**src/hw/rtl/bpm_pkg.sv**
```systemverilog
// ----------------------------------------------------------------------------
// bpm_pkg
// Types and fixed widths shared by the box pair metrics block.
// ----------------------------------------------------------------------------
package bpm_pkg;

  localparam int CoordW  = 15;
  localparam int ExtW    = 15;
  localparam int VolW    = 60;
  localparam int MarginW = 17;
  localparam int CntW    = 3;

  // one dimension of a box pair, as it arrives on the input channel
  typedef struct packed {
    logic [CoordW-1:0] a_lo;
    logic [CoordW-1:0] a_hi;
    logic [CoordW-1:0] b_lo;
    logic [CoordW-1:0] b_hi;
    logic              last_dim;
  } in_beat_t;

  // one result, on the output channel
  typedef struct packed {
    logic [VolW-1:0]      area_a;
    logic [VolW-1:0]      area_b;
    logic [VolW:0]        area_sum;
    logic [MarginW-1:0]   margin_a;
    logic [MarginW-1:0]   margin_b;
    logic [MarginW:0]     margin_sum;
    logic [VolW-1:0]      overlap_volume;
    logic                 boxes_touch;
    logic                 bad_box;
  } out_beat_t;

  // per-dimension terms, worked out before the input register
  typedef struct packed {
    logic            last;
    logic            inv;
    logic            disj;
    logic            apart;
    logic [ExtW-1:0] ea;
    logic [ExtW-1:0] eb;
    logic [ExtW-1:0] eo;
  } dim_t;

  // result register contents; the pair sums are added on the way out
  typedef struct packed {
    logic [VolW-1:0]    area_a;
    logic [VolW-1:0]    area_b;
    logic [MarginW-1:0] margin_a;
    logic [MarginW-1:0] margin_b;
    logic [VolW-1:0]    overlap;
    logic               touch;
    logic               bad;
  } res_t;

endpackage

```
**src/hw/rtl/bpm_dim_prep.sv**
```systemverilog
// ----------------------------------------------------------------------------
// bpm_dim_prep
// Masks one dimension's coordinates and derives extents and pair tests.
// ----------------------------------------------------------------------------
module bpm_dim_prep #(
  parameter int COORD_BITS = 15
) (
  input  bpm_pkg::in_beat_t beat,
  output bpm_pkg::dim_t     dim
);

  localparam logic [bpm_pkg::CoordW-1:0] CoordMask =
    bpm_pkg::CoordW'((64'd1 << COORD_BITS) - 64'd1);

  logic [bpm_pkg::CoordW-1:0] alo, ahi, blo, bhi, hmin, lmax;

  always_comb begin
    alo  = beat.a_lo & CoordMask;
    ahi  = beat.a_hi & CoordMask;
    blo  = beat.b_lo & CoordMask;
    bhi  = beat.b_hi & CoordMask;
    hmin = (ahi < bhi) ? ahi : bhi;
    lmax = (alo > blo) ? alo : blo;

    dim.last  = beat.last_dim;
    dim.inv   = (alo >= ahi) || (blo >= bhi);
    dim.disj  = (alo >= bhi) || (blo >= ahi);
    dim.apart = (alo > bhi) || (blo > ahi);
    // an empty extent counts as zero
    dim.ea    = (ahi > alo) ? bpm_pkg::ExtW'(ahi - alo) : '0;
    dim.eb    = (bhi > blo) ? bpm_pkg::ExtW'(bhi - blo) : '0;
    dim.eo    = (hmin > lmax) ? bpm_pkg::ExtW'(hmin - lmax) : '0;
  end

endmodule

```
**config.mk**
```make
export PLATFORM = sky130hd
export DESIGN_NAME = bpm_dim_prep
export DESIGN_NICKNAME = d
export VERILOG_FILES = /design/src/hw/rtl/bpm_pkg.sv /design/src/hw/rtl/bpm_dim_prep.sv
export SDC_FILE = /design/constraint.sdc
export NUM_CORES = 1
export LEC_CHECK = 0
export BUFFER_PORTS_ARGS = -buffer_cell sky130_fd_sc_hd__buf_2
export CAP_MARGIN = 20
export CORE_ASPECT_RATIO = 2
export CORE_MARGIN = 2
export CORE_UTILIZATION = 26
export DETAILED_ROUTE_END_ITERATION = 7
export PLACE_DENSITY_LB_ADDON = 0.15
export SLEW_MARGIN = 20
export SYNTH_ARGS = -nofsm -noshare
export SYNTH_HDL_FRONTEND = slang
export SYNTH_SLANG_ARGS = --single-unit
```
**constraint.sdc**
```tcl
create_clock -name vclk -period 5.6
set_input_delay 0 -clock vclk [all_inputs]
set_output_delay 0 -clock vclk [all_outputs]
set_load 0.02 [all_outputs]
```
==> metrics.cfg <==
[placement]
dp.cells = 928
hpwl_mm = 16.1
place.gp.congestion = 0.956
dpl_cell_area_sq_um = 5170
io_buffers = 108
place_ws_ns = 0.981

[clocking]
post_cts_buffers = 0
post_cts_resized = 0
ctsHoldBuffers = 0

[yosys]
yosysUniqueCellTypes = 61
syn-num-nets = 798
syn_inst = 630
ys_warn_count = 0
ys_seq_area_share_pct = 0
yosysMostFrequentCell = ha_1
synth_common_cells = ha_1, inv_1, a21oi_1, nor2_1, o21ai_0
yosys.area.top_type = ha_1
synth_area_sq_um = 4470
synth_top_area_share_pct = 29.1
ys_top_cells_by_area = ha_1, a21oi_1, inv_1
avgSynthCellArea_sq_um = 7.10

[detailed_routing]
num_vias = 4913
wl_mm = 17.6
dr.pass1.iters = 4
route.detailed.drc = 0
detail_route.vias_per_cell = 5.29
wl_per_cell_um = 19.0
drtIter0Drc = 141
antenna_left = 0

[sta]
setup_violations = 0
hold_violations = 0
setup_slack_ns = 1.30
tightest_slew_ns = 0.850
fin_crit_sh_pct = 76.8
finalSetupTns_ns = 0
drv_slew = 0
slew_headroom_pct = 43.2
min_period_ns = 4.30
fmax_mhz = 232
rsz0062_at_grt = no
hold_ws_ns = 0.00000884

[global_route]
grt_pass1_vias = 5222
antenna_found_initial = 0
grt_pass1_wl_mm = 27.3
track_usage_pct = 18.5
grt_max_degree = 32
gr-total-overflow = 0

[finish]
layout.nets = 891
stdcell_area_sq_um = 5170
seq_area_sq_um = 0
layout.cells.non_filler = 928
drive_above_1_share_pct = 19.4
nClkBuffers = 0
seq_cells = 0
final_util_pct = 30.9
antennaDiodeCount = 0
synthToLayoutAreaGrowth_pct = 15.7

[hold_path]
whs_path_depth = 0
min-delay-start = beat[0]
hold_path_class = input port to primary output
min_to = dim[48]

[power_and_ir_drop]
leakagePower_nw = 2.62
total_power_uw = 880
ir_drop_uv = 125
p_per_area_nw_per_um2 = 170

[die]
die_height_um = 189
die_w_um = 96.7
dieArea_sq_um = 18300
fp-row-count = 67
core_area_sq_um = 16800
ioPinCount = 110
initial_utilization_pct = 26.7

[critical_path]
critPathLaunchType = input port
critPathKind = input port to primary output
cp.arrival_ns = 4.30
crit_fanout = 31
worst_setup_path_end_kind = primary output
crit_required_ns = 5.60

[job]
max_cap_violations = 0

[outcome]
status = finished clean

[worst max-delay path, cell delays in order]
cell and delay [ns]:
buf_2 0.10, inv_1 0.07, ha_1 0.33, a21oi_1 0.17
a21oi_1 0.18, o31a_1 0.32, o41a_2 0.61, nor2_1 0.17
a21oi_1 0.06, ha_1 0.46, nand4_2 0.20, or4_4 0.55
nor3_4 0.73, nor3_1 0.13, buf_2 0.20
[power by group]
part / internal, mW / switching [mW]
clock: 0 / 0
combinational: 0.332 / 0.548
sequential: 0 / 0
total: 0.332 / 0.548
[routing by layer]
| layer | global-route usage (%) | routed length, um | vias up |
|---|---|---|---|
| met5 | 0 | 0 | - |
| met3 | 0.775 | 395 | 36 |
| met1 | 17.9 | 6210 | 2272 |
| met2 | 38.4 | 9970 | 114 |
| met4 | 9.05 | 1080 | 0 |
| li1 | - | - | 2491 |
[logic make-up (layout without fill, tap and decap cells)]
| group | after synthesis | after routing | share of synthesized area, % |
|---|---|---|---|
| adders and majority gates | 107 | 107 | 30.5 |
| and+or+nand+nor | 193 | 193 | 22.8 |
| muxes | 19 | 19 | 4.25 |
| xor gates and xnor gates | 24 | 24 | 4.70 |
| buffers and inverters | 93 | 184 | 8.68 |
| AOI/OAI and AO/OA | 194 | 194 | 29.1 |
[how the worst max path moves through the flow]
stage               startpoint  endpoint  slack [ns]  cells past startpoint
floorplan             beat[20]   dim[13]        2.24                     16
global placement      beat[22]    dim[2]        1.06                     14
detailed placement    beat[20]    dim[2]        0.98                     14
CTS                   beat[20]    dim[2]        0.98                     14
global route          beat[20]   dim[13]        0.97                     15
finish                beat[18]    dim[2]        1.30                     15
[cell type report]
type / count / area [sq um]
Fill cell: 1913 / 11600
Inverter: 75 / 282
Multi-Input combinational cell: 537 / 4080
Timing Repair Buffer: 109 / 548
Tap cell: 207 / 259
[cells in the final DEF, fill, tap and decap left out, types with 17 or more instances in the layout]
cell,count
nand2_1,26
nor2_1,69
o21ai_0,31
ha_1,104
nand4_1,17
a21oi_1,69
nand3_1,20
xnor2_1,18
buf_2,108
inv_1,75
mux2i_1,19
(Power assumes the default switching activity.)
